## src/design/char_lcd_nibble_sequencer_assert.svh

```systemverilog
// Assertion macros shared by the LCD nibble sequencer modules.
// Each macro expects i_clk and i_rst_n in the scope where it is used.
`ifndef CHAR_LCD_NIBBLE_SEQUENCER_ASSERT_SVH
`define CHAR_LCD_NIBBLE_SEQUENCER_ASSERT_SVH

// The condition must hold at every clock edge outside reset.
`define CLN_ASSERT(label, cond) \
    label: assert property (@(posedge i_clk) disable iff (!i_rst_n) (cond)) \
        else $error("char lcd sequencer: invariant violated");

// When pre holds at an edge, post must hold at the next edge.
`define CLN_ASSERT_NEXT(label, pre, post) \
    label: assert property (@(posedge i_clk) disable iff (!i_rst_n) (pre) |=> (post)) \
        else $error("char lcd sequencer: sequence violated");

`endif

```

## src/design/cln_pkg.sv

```systemverilog
// Package for the character LCD nibble sequencer: request codes, register
// indexes, reset values, job and configuration types, and helper functions.
// Has no dependencies.
package cln_pkg;

    localparam logic [2:0] FUNC_INIT   = 3'd0;
    localparam logic [2:0] FUNC_CHAR   = 3'd1;
    localparam logic [2:0] FUNC_CMD    = 3'd2;
    localparam logic [2:0] FUNC_CLEAR  = 3'd3;
    localparam logic [2:0] FUNC_CURSOR = 3'd4;

    localparam logic [2:0] CFG_CHAR_DELAY       = 3'd0;
    localparam logic [2:0] CFG_CMD_DELAY        = 3'd1;
    localparam logic [2:0] CFG_CLEAR_DELAY      = 3'd2;
    localparam logic [2:0] CFG_INIT_CLEAR_DELAY = 3'd3;
    localparam logic [2:0] CFG_POWERUP_WAIT     = 3'd4;
    localparam logic [2:0] CFG_SECOND_WAIT      = 3'd5;

    localparam logic [15:0] RST_CHAR_DELAY       = 16'd46;
    localparam logic [15:0] RST_CMD_DELAY        = 16'd40;
    localparam logic [15:0] RST_CLEAR_DELAY      = 16'd500;
    localparam logic [15:0] RST_INIT_CLEAR_DELAY = 16'd1000;
    localparam logic [15:0] RST_POWERUP_WAIT     = 16'd4100;
    localparam logic [15:0] RST_SECOND_WAIT      = 16'd100;

    localparam logic [1:0] DSEL_CHAR       = 2'd0;
    localparam logic [1:0] DSEL_CMD        = 2'd1;
    localparam logic [1:0] DSEL_CLEAR      = 2'd2;
    localparam logic [1:0] DSEL_INIT_CLEAR = 2'd3;

    localparam logic [7:0] LINE1_BASE = 8'h80;
    localparam logic [7:0] LINE2_BASE = 8'hC0;
    localparam logic [7:0] CMD_CLEAR  = 8'h01;

    localparam int QUEUE_DEPTH = 4;

    localparam logic [2:0] INIT_BYTES     = 3'd5;
    localparam logic [2:0] INIT_CLEAR_IDX = 3'd2;

    typedef struct packed {
        logic       is_init;
        logic [7:0] data_byte;
        logic       rs;
        logic [1:0] dsel;
    } t_job;

    typedef struct packed {
        logic [15:0] char_delay;
        logic [15:0] cmd_delay;
        logic [15:0] clear_delay;
        logic [15:0] init_clear_delay;
        logic [15:0] powerup_wait;
        logic [15:0] second_wait;
    } t_cfg;

    // Hold time after a wait: one plus the delay, saturated at full scale.
    function automatic logic [15:0] hold_after(input logic [15:0] d);
        hold_after = (d == 16'hFFFF) ? 16'hFFFF : d + 16'd1;
    endfunction

    // Command bytes that follow the wake nibbles during init.
    function automatic logic [7:0] init_byte(input logic [2:0] idx);
        case (idx)
            3'd0:    init_byte = 8'b0010_1100;
            3'd1:    init_byte = 8'h08;
            3'd2:    init_byte = CMD_CLEAR;
            3'd3:    init_byte = 8'h06;
            default: init_byte = 8'b0000_1100;
        endcase
    endfunction

endpackage

```

## src/design/cln_front.sv

```systemverilog
// Front end of the LCD nibble sequencer: accepts requests and turns each
// valid one into a job descriptor for the queue. Depends on cln_pkg.
module cln_front (
    input  logic            i_valid,
    input  logic [2:0]      i_func,
    input  logic [7:0]      i_value,
    input  logic [5:0]      i_column,
    input  logic            i_row_second,
    input  logic            i_full,
    output logic            o_ready,
    output logic            o_push,
    output cln_pkg::t_job   o_job
);

    logic       known;
    logic [7:0] cursor_byte;

    assign cursor_byte = (i_row_second ? cln_pkg::LINE2_BASE : cln_pkg::LINE1_BASE)
                         + {2'b00, i_column};

    always_comb begin
        known = 1'b1;
        o_job = '0;
        case (i_func)
            cln_pkg::FUNC_INIT: begin
                o_job.is_init = 1'b1;
                o_job.dsel    = cln_pkg::DSEL_CMD;
            end
            cln_pkg::FUNC_CHAR: begin
                o_job.data_byte = i_value;
                o_job.rs        = 1'b1;
                o_job.dsel      = cln_pkg::DSEL_CHAR;
            end
            cln_pkg::FUNC_CMD: begin
                o_job.data_byte = i_value;
                o_job.dsel      = cln_pkg::DSEL_CMD;
            end
            cln_pkg::FUNC_CLEAR: begin
                o_job.data_byte = cln_pkg::CMD_CLEAR;
                o_job.dsel      = cln_pkg::DSEL_CLEAR;
            end
            cln_pkg::FUNC_CURSOR: begin
                o_job.data_byte = cursor_byte;
                o_job.dsel      = cln_pkg::DSEL_CMD;
            end
            default: begin
                known = 1'b0;
            end
        endcase
    end

    // Unknown requests are taken and dropped.
    assign o_ready = !i_full;
    assign o_push  = i_valid && !i_full && known;

endmodule

```

## src/design/cln_queue.sv

```systemverilog
// Short job queue between the front and back ends of the LCD sequencer.
// Depends on cln_pkg and the shared assertion header.
`include "char_lcd_nibble_sequencer_assert.svh"

module cln_queue #(
    parameter int DEPTH = cln_pkg::QUEUE_DEPTH
) (
    input  logic            i_clk,
    input  logic            i_rst_n,
    input  logic            i_push,
    input  cln_pkg::t_job   i_job,
    input  logic            i_pop,
    output logic            o_valid,
    output logic            o_full,
    output cln_pkg::t_job   o_job
);

    localparam int AW = (DEPTH > 1) ? $clog2(DEPTH) : 1;
    localparam int CW = $clog2(DEPTH + 1);
    localparam logic [AW-1:0] LAST_PTR = AW'(DEPTH - 1);
    localparam logic [CW-1:0] FULL_CNT = CW'(DEPTH);

    cln_pkg::t_job r_mem [DEPTH];
    logic [AW-1:0] r_wptr, n_wptr;
    logic [AW-1:0] r_rptr, n_rptr;
    logic [CW-1:0] r_count, n_count;

    always_comb begin
        n_wptr  = r_wptr;
        n_rptr  = r_rptr;
        n_count = r_count;
        if (i_push) begin
            n_wptr = (r_wptr == LAST_PTR) ? '0 : r_wptr + 1'b1;
        end
        if (i_pop) begin
            n_rptr = (r_rptr == LAST_PTR) ? '0 : r_rptr + 1'b1;
        end
        if (i_push && !i_pop) begin
            n_count = r_count + 1'b1;
        end else if (!i_push && i_pop) begin
            n_count = r_count - 1'b1;
        end
    end

    always_ff @(posedge i_clk) begin
        if (!i_rst_n) begin
            r_wptr  <= '0;
            r_rptr  <= '0;
            r_count <= '0;
        end else begin
            r_wptr  <= n_wptr;
            r_rptr  <= n_rptr;
            r_count <= n_count;
        end
    end

    always_ff @(posedge i_clk) begin
        if (i_push) begin
            r_mem[r_wptr] <= i_job;
        end
    end

    assign o_valid = (r_count != '0);
    assign o_full  = (r_count == FULL_CNT);
    assign o_job   = r_mem[r_rptr];

    `CLN_ASSERT(a_count_bound, r_count <= FULL_CNT)
    `CLN_ASSERT(a_no_pop_empty, !i_pop || (r_count != '0))
    `CLN_ASSERT(a_no_push_full, !i_push || (r_count != FULL_CNT))

endmodule

```

## src/design/cln_back.sv

```systemverilog
// Back end of the LCD nibble sequencer: walks each job through its pin
// events into a registered output stage. Depends on cln_pkg and the
// shared assertion header.
`include "char_lcd_nibble_sequencer_assert.svh"

module cln_back (
    input  logic            i_clk,
    input  logic            i_rst_n,
    input  cln_pkg::t_cfg   i_cfg,
    input  logic            i_job_valid,
    input  cln_pkg::t_job   i_job,
    output logic            o_pop,
    input  logic            i_ready,
    output logic            o_valid,
    output logic [3:0]      o_nibble,
    output logic            o_reg_select,
    output logic            o_enable,
    output logic [15:0]     o_hold_us,
    output logic            o_last
);

    logic       r_busy, n_busy;
    logic       r_init, n_init;
    logic       r_wake, n_wake;
    logic [2:0] r_wcnt, n_wcnt;
    logic [2:0] r_bidx, n_bidx;
    logic [2:0] r_step, n_step;
    logic [7:0] r_byte;
    logic       r_rs;
    logic [1:0] r_dsel;

    logic        r_out_valid;
    logic [3:0]  r_out_nibble;
    logic        r_out_rs;
    logic        r_out_enable;
    logic [15:0] r_out_hold;
    logic        r_out_last;

    logic        advance;
    logic [3:0]  cur_nibble;
    logic        cur_rs;
    logic        cur_enable;
    logic [15:0] cur_hold;
    logic        cur_last;
    logic [7:0]  cur_byte;
    logic [1:0]  cur_dsel;
    logic [15:0] cur_delay;
    logic [1:0]  sub;
    logic [1:0]  wk;
    logic [15:0] wake_hold;

    assign advance = r_busy && (!r_out_valid || i_ready);

    always_comb begin
        cur_byte = r_init ? cln_pkg::init_byte(r_bidx) : r_byte;
        if (r_init) begin
            cur_dsel = (r_bidx == cln_pkg::INIT_CLEAR_IDX) ? cln_pkg::DSEL_INIT_CLEAR
                                                           : cln_pkg::DSEL_CMD;
        end else begin
            cur_dsel = r_dsel;
        end
        case (cur_dsel)
            cln_pkg::DSEL_CHAR:       cur_delay = i_cfg.char_delay;
            cln_pkg::DSEL_CMD:        cur_delay = i_cfg.cmd_delay;
            cln_pkg::DSEL_CLEAR:      cur_delay = i_cfg.clear_delay;
            cln_pkg::DSEL_INIT_CLEAR: cur_delay = i_cfg.init_clear_delay;
            default:                  cur_delay = i_cfg.cmd_delay;
        endcase

        wk = r_wcnt[2:1];
        case (wk)
            2'd0:    wake_hold = cln_pkg::hold_after(i_cfg.powerup_wait);
            2'd1:    wake_hold = cln_pkg::hold_after(i_cfg.second_wait);
            2'd2:    wake_hold = 16'd1;
            default: wake_hold = cln_pkg::hold_after(i_cfg.cmd_delay);
        endcase

        sub = (r_step >= 3'd3) ? 2'(r_step - 3'd3) : r_step[1:0];

        if (r_wake) begin
            cur_nibble = (wk == 2'd3) ? 4'h2 : 4'h3;
            cur_rs     = 1'b0;
            cur_enable = !r_wcnt[0];
            cur_hold   = r_wcnt[0] ? wake_hold : 16'd1;
            cur_last   = 1'b0;
        end else begin
            cur_nibble = (r_step < 3'd3) ? cur_byte[7:4] : cur_byte[3:0];
            cur_rs     = r_init ? 1'b0 : r_rs;
            cur_enable = (sub == 2'd1);
            cur_hold   = (sub == 2'd2) ? cln_pkg::hold_after(cur_delay) : 16'd1;
            cur_last   = (r_step == 3'd5)
                         && (!r_init || (r_bidx == cln_pkg::INIT_BYTES - 3'd1));
        end
    end

    assign o_pop = i_job_valid && (!r_busy || (advance && cur_last));

    always_comb begin
        n_busy = r_busy;
        n_init = r_init;
        n_wake = r_wake;
        n_wcnt = r_wcnt;
        n_bidx = r_bidx;
        n_step = r_step;
        if (advance) begin
            if (r_wake) begin
                if (r_wcnt == 3'd7) begin
                    n_wake = 1'b0;
                    n_step = '0;
                    n_bidx = '0;
                end else begin
                    n_wcnt = r_wcnt + 3'd1;
                end
            end else if (r_step == 3'd5) begin
                n_step = '0;
                if (cur_last) begin
                    n_busy = 1'b0;
                end else begin
                    n_bidx = r_bidx + 3'd1;
                end
            end else begin
                n_step = r_step + 3'd1;
            end
        end
        if (o_pop) begin
            n_busy = 1'b1;
            n_init = i_job.is_init;
            n_wake = i_job.is_init;
            n_wcnt = '0;
            n_bidx = '0;
            n_step = '0;
        end
    end

    always_ff @(posedge i_clk) begin
        if (!i_rst_n) begin
            r_busy      <= 1'b0;
            r_init      <= 1'b0;
            r_wake      <= 1'b0;
            r_wcnt      <= '0;
            r_bidx      <= '0;
            r_step      <= '0;
            r_out_valid <= 1'b0;
        end else begin
            r_busy <= n_busy;
            r_init <= n_init;
            r_wake <= n_wake;
            r_wcnt <= n_wcnt;
            r_bidx <= n_bidx;
            r_step <= n_step;
            if (advance) begin
                r_out_valid <= 1'b1;
            end else if (i_ready) begin
                r_out_valid <= 1'b0;
            end
        end
    end

    always_ff @(posedge i_clk) begin
        if (o_pop) begin
            r_byte <= i_job.data_byte;
            r_rs   <= i_job.rs;
            r_dsel <= i_job.dsel;
        end
        if (advance) begin
            r_out_nibble <= cur_nibble;
            r_out_rs     <= cur_rs;
            r_out_enable <= cur_enable;
            r_out_hold   <= cur_hold;
            r_out_last   <= cur_last;
        end
    end

    assign o_valid      = r_out_valid;
    assign o_nibble     = r_out_nibble;
    assign o_reg_select = r_out_rs;
    assign o_enable     = r_out_enable;
    assign o_hold_us    = r_out_hold;
    assign o_last       = r_out_last;

    `CLN_ASSERT(a_wake_in_init, !r_wake || r_init)
    `CLN_ASSERT(a_step_bound, !r_busy || (r_step <= 3'd5 && r_bidx < cln_pkg::INIT_BYTES))
    `CLN_ASSERT(a_strobe_short, !(r_out_valid && r_out_enable) || (r_out_hold == 16'd1))
    `CLN_ASSERT_NEXT(a_idle_after_last, advance && cur_last && !i_job_valid, !r_busy)

endmodule

```

## src/design/char_lcd_nibble_sequencer.sv

```systemverilog
// Top level of the character LCD 4-bit nibble sequencer: configuration
// registers plus the front end, job queue and back end.
// Depends on cln_pkg, cln_front, cln_queue and cln_back.
//
// Usage:
//   Requests enter on the s_axis channel: tuser carries the request code
//   (init, print character, write command, clear, move cursor) and tdata
//   the character or command byte, the cursor column and the line select.
//   Unknown request codes are taken and produce nothing.
//   Pin events leave on the m_axis channel, one per transfer; tlast marks
//   the final event of a request and tuser carries RS.
//   Delay registers are written on the cfg channel, which is always ready;
//   write them only while no request is in flight.
// Timing:
//   The first event of a request passes the job queue, the back end state registers
//   and the output register. The back end emits one event per cycle while
//   m_axis_tready is high; an ordinary request is a high and a low nibble as setup,
//   enable strobe and hold events, and init sends wake nibbles before its command
//   bytes. The next queued request is taken in the cycle that registers the previous
//   last event. A four-entry job queue lets requests be accepted while events drain.
// Reset and stalls:
//   Reset empties the queue and output stage and restores default delays.
//   While m_axis_tready is low the output event holds; the queue then
//   fills and s_axis_tready drops once it is full.
module char_lcd_nibble_sequencer #(
    parameter int QUEUE_DEPTH = cln_pkg::QUEUE_DEPTH
) (
    input  logic        i_clk,
    input  logic        i_rst_n,
    input  logic        i_s_axis_tvalid,
    output logic        o_s_axis_tready,
    input  logic [15:0] i_s_axis_tdata,   // value[7:0], column[13:8], row_second[14], 0[15]
    input  logic [2:0]  i_s_axis_tuser,   // func[2:0]
    output logic        o_m_axis_tvalid,
    input  logic        i_m_axis_tready,
    output logic [23:0] o_m_axis_tdata,   // nibble[3:0], enable[4], hold_us[20:5], 0[23:21]
    output logic        o_m_axis_tuser,   // reg_select[0]
    output logic        o_m_axis_tlast,
    input  logic        i_cfg_valid,
    output logic        o_cfg_ready,
    input  logic [2:0]  i_cfg_index,
    input  logic [15:0] i_cfg_data
);

    cln_pkg::t_cfg r_cfg;
    cln_pkg::t_job front_job;
    cln_pkg::t_job queue_job;
    logic          push;
    logic          pop;
    logic          q_valid;
    logic          q_full;
    logic [3:0]    ev_nibble;
    logic          ev_enable;
    logic [15:0]   ev_hold;

    assign o_cfg_ready = 1'b1;

    always_ff @(posedge i_clk) begin
        if (!i_rst_n) begin
            r_cfg.char_delay       <= cln_pkg::RST_CHAR_DELAY;
            r_cfg.cmd_delay        <= cln_pkg::RST_CMD_DELAY;
            r_cfg.clear_delay      <= cln_pkg::RST_CLEAR_DELAY;
            r_cfg.init_clear_delay <= cln_pkg::RST_INIT_CLEAR_DELAY;
            r_cfg.powerup_wait     <= cln_pkg::RST_POWERUP_WAIT;
            r_cfg.second_wait      <= cln_pkg::RST_SECOND_WAIT;
        end else if (i_cfg_valid) begin
            case (i_cfg_index)
                cln_pkg::CFG_CHAR_DELAY:       r_cfg.char_delay       <= i_cfg_data;
                cln_pkg::CFG_CMD_DELAY:        r_cfg.cmd_delay        <= i_cfg_data;
                cln_pkg::CFG_CLEAR_DELAY:      r_cfg.clear_delay      <= i_cfg_data;
                cln_pkg::CFG_INIT_CLEAR_DELAY: r_cfg.init_clear_delay <= i_cfg_data;
                cln_pkg::CFG_POWERUP_WAIT:     r_cfg.powerup_wait     <= i_cfg_data;
                cln_pkg::CFG_SECOND_WAIT:      r_cfg.second_wait      <= i_cfg_data;
                default: begin
                end
            endcase
        end
    end

    cln_front u_front (
        .i_valid      (i_s_axis_tvalid),
        .i_func       (i_s_axis_tuser),
        .i_value      (i_s_axis_tdata[7:0]),
        .i_column     (i_s_axis_tdata[13:8]),
        .i_row_second (i_s_axis_tdata[14]),
        .i_full       (q_full),
        .o_ready      (o_s_axis_tready),
        .o_push       (push),
        .o_job        (front_job)
    );

    cln_queue #(
        .DEPTH (QUEUE_DEPTH)
    ) u_queue (
        .i_clk   (i_clk),
        .i_rst_n (i_rst_n),
        .i_push  (push),
        .i_job   (front_job),
        .i_pop   (pop),
        .o_valid (q_valid),
        .o_full  (q_full),
        .o_job   (queue_job)
    );

    cln_back u_back (
        .i_clk        (i_clk),
        .i_rst_n      (i_rst_n),
        .i_cfg        (r_cfg),
        .i_job_valid  (q_valid),
        .i_job        (queue_job),
        .o_pop        (pop),
        .i_ready      (i_m_axis_tready),
        .o_valid      (o_m_axis_tvalid),
        .o_nibble     (ev_nibble),
        .o_reg_select (o_m_axis_tuser),
        .o_enable     (ev_enable),
        .o_hold_us    (ev_hold),
        .o_last       (o_m_axis_tlast)
    );

    assign o_m_axis_tdata = {3'b000, ev_hold, ev_enable, ev_nibble};

endmodule
```

## config.mk

```make
export PLATFORM = sky130hd
export DESIGN_NAME = char_lcd_nibble_sequencer
export DESIGN_NICKNAME = d
export VERILOG_FILES = /design/src/design/cln_pkg.sv /design/src/design/cln_front.sv /design/src/design/cln_queue.sv /design/src/design/cln_back.sv /design/src/design/char_lcd_nibble_sequencer.sv
export VERILOG_INCLUDE_DIRS = /design/src /design/src/design
export SDC_FILE = /design/constraint.sdc
export NUM_CORES = 1
export LEC_CHECK = 0
export BUFFER_PORTS_ARGS = -buffer_cell sky130_fd_sc_hd__buf_2
export CORE_UTILIZATION = 52
export CTS_CLUSTER_DIAMETER = 80
export DETAILED_ROUTE_END_ITERATION = 16
export PLACE_DENSITY = 0.7
export RECOVER_POWER = 100
export SYNTH_ARGS = -nofsm -noshare
export SYNTH_HDL_FRONTEND = slang
export SYNTH_SLANG_ARGS = --single-unit
```

## constraint.sdc

```tcl
create_clock -name i_clk -period 7.23 [get_ports i_clk]
set_clock_uncertainty 0.05 [all_clocks]
set_input_delay 1.446 -clock i_clk [delete_from_list [all_inputs] [get_ports i_clk]]
set_output_delay 1.446 -clock i_clk [all_outputs]
set_load 0.1 [all_outputs]
```

==> run_results.csv <==
group,metric,value,unit
synth,synth_warnings,0,
setup_path,end_kind,"register",
route,drt-pass1-iter-count,5,
outcome,violations,"max-capacitance violations, max-slew violations",
synth,syn_area,10440,sq um
floorplan,num_io_pins,72,
sta,fin_crit_sh,72.59,%
synth,synthTopCellsByArea,"edfxtp_1 (24%), dfxtp_1 (23%), nand2_1 (8.6%)",
route,vias,8365,
synth,post_synth.cell_area_avg,9.404,sq um
clock_tree,cts.path.max_buffers,2,
clock_tree,htree_levels,4,
sta,setup_tns,0,ps
global_routing,use_met1,35.72,%
floorplan,die-area,20650,sq um
global_routing,use_met2,42.28,%
placement,place_inst,1382,
setup_path,cp.arrival,5480,ps
global_routing,grt_pass1_wl,41.95,mm
clock_tree,cts-root-buf,"clkbuf_16",
floorplan,initial_core_util,53.29,%
layout,drive_above_1_share,10.44,%
clock_tree,clk-insertion-delay-late,450,ps
layout,diodes,0,
synth,yosysSeqAreaShare,46.22,%
placement,portBuffers,66,
layout,area_growth,9.325,%
setup_path,crit_fanout,30,
clock_tree,cts_hold_buf,0,
floorplan,die_height,143.7,um
setup_path,required,7460,ps
synth,synth_cells,1110,
setup_path,cp_top_family,"compound AO/OA/AOI/OAI gates",
global_routing,met3_usage,6.931,%
sta,rsz0062_at_grt,"false",
global_routing,grt_max_degree,77,
clock_tree,cts_tree,"done",
route,drc,0,
global_routing,overflow,0,
clock_tree,post_cts_buffers,0,
floorplan,die_width,143.7,um
clock_tree,cts-resized-gates,0,
synth,synthTopCellsByCount,"nand2_1 (240), dfxtp_1 (118), edfxtp_1 (82), a21boi_0 (79), nand3_1 (57)",
setup_path,start_kind,"register",
global_routing,top_usage_layer,"met2",
route,wl_per_cell,18.86,um
synth,synth_edf_count,82,
sta,final-max-slew-violation-count,77,
synth,synthArstFlopShare,0,%
run,maxCapViolCount,1,
setup_path,path_cells,"clkbuf_1 -> nand3b_1 -> a21boi_0 -> o221ai_1 -> or4_1 -> nor4_4 -> nor3_1 -> o21ai_0",
synth,synth_top_area_share,23.59,%
setup_path,worst-path-buf-inv,1,
route,first_iter_violations,621,
placement,hpwlAfterDp,18.56,mm
floorplan,coreArea,19590,sq um
sta,finalSetupViolCount,0,
synth,synth-main-ff-cell,"dfxtp_1",
power,p_leak,4.035,nW
worst_hold_path,hp-class,"reg2reg",
synth,synthMostInstantiatedCell,"nand2_1",
global_routing,antenna_found_initial,0,
sta,hold_viol,0,
placement,globalplace.congestion,0.9580,
global_routing,grt_usage,27.15,%
clock_tree,cts_sinks,200,
synth,synth.largest_area_cell,"edfxtp_1",
setup_path,worst-setup-path-type,"reg2reg",
layout,nets,1199,
power,ir_drop,0.1840,mV
outcome,outcome,"complete, but fails checks",
sta,max_slew_margin,-95.98,%
clock_tree,clk_pin_slew_worst_paths,80,ps
synth,synth-seq-cells,200,
route,viasPerCell,5.916,
floorplan,fp-row-count,51,
global_routing,grt_pass1_vias,7739,
route,wl,26.66,mm
sta,max_freq,190.5,MHz
sta,worstMarginPinSlew,2940,ps
power,power_density,318.1,nW/um^2
layout,stdcell_count,1414,
synth,synth_cell_types,82,
route,drt.antenna.violating_nets,0,
setup_path,cpPeakStageDelay,1050,ps
clock_tree,cts_buffers,17,
setup_path,cp_slowest_cell,"a21boi_0",
sta,post-route-min-period,5248,ps
-- flip-flops by register name (all words and copies together) (netlist names), 2 cells and up, named ones only --
signal            cells
u_back.r_dsel         2
u_back.o_hold_us     16
u_queue.r_mem        48
u_back.r_byte         8
u_back.o_nibble       4
u_queue.r_count       3
u_queue.r_wptr        2
u_back.r_bidx         3
u_back.r_wcnt         3
u_back.r_step         3
u_queue.r_rptr        2
r_cfg                96
-- cell type report --
class | instances | area [sq um]
Clock inverter | 15 | 214.0
Sequential cell | 200 | 4825
Clock buffer | 17 | 425.4
Tap cell | 265 | 331.6
Inverter | 30 | 112.6
Multi-Input combinational cell | 814 | 5171
Timing Repair Buffer | 73 | 332.8
Fill cell | 1731 | 8178
-- worst reg2reg max path: stages (launching register included) --
cell	delay [ps]
dfxtp_1	440
clkbuf_1	980
nand3b_1	320
a21boi_0	1050
o221ai_1	720
or4_1	700
nor4_4	430
nor3_1	170
o21ai_0	220
-- cells by family (layout without fill, tap and decap cells) --
group	after synthesis	in the layout	synth area share, %
other cells	2	4	0.07194
xor+xnor	39	39	3.272
compound gates	233	233	15.95
simple gates	467	467	20.96
flops	200	200	46.22
mux	51	51	6.844
fa+ha+maj	20	20	2.469
buf+inv	98	135	4.207
-- power by group --
group | internal [mW] | leakage (nW) | switching (mW)
Combinational | 0.346 | 2.00 | 0.813
Clock | 0.487 | 0.308 | 0.518
Sequential | 1.34 | 1.73 | 0.131
-- per-layer routing --
metal | share of wire [%] | routed length (um)
met2 | 45 | 12100
met1 | 44 | 11710
met3 | 7.3 | 1945
met5 | 0 | 0
met4 | 3.4 | 906
-- placed cells by master, fill, tap and decap left out, types with 19 or more instances in the layout --
master and instances:
o21ai_0 25, dfxtp_1 118, a21oi_1 42, buf_2 38, inv_1 29, mux2i_1 23
nand3_1 57, nor2_1 54, ha_1 19, nand2_1 241, nor3_1 20, edfxtp_1 82
xnor2_1 22, clkbuf_1 32, a21boi_0 80
-- per-stage QoR --
step / instance area (sq um) / total power [mW] / setup slack, ps / utilization, % / hold WS [ps]
finish: 11410 / 3.631 / 1982 / 58.26 / 418.4
floorplan: 10450 / 2.366 / 3130 / - / 386.8
detailed placement: 10840 / 2.647 / 3604 / 55.32 / 404.3
CTS: 11480 / 3.645 / 3578 / 58.58 / 418.0
global route: 11410 / 3.778 / 1628 / 58.26 / 437.0
global placement: 10840 / 2.630 / 3630 / 55.32 / 399.1
-- final timing paths --
kind                      start  cells past startpoint  slack [ps]                   to
setup reg to reg  u_back.r_init                      8        1980  u_back.o_hold_us[8]
hold reg to reg       r_cfg[92]                      2         420            r_cfg[92]
setup / recovery  u_back.r_init                      8        1980  u_back.o_hold_us[8]
hold / removal        r_cfg[92]                      2         420            r_cfg[92]
No activity file was read; power rests on OpenSTA's default activity.
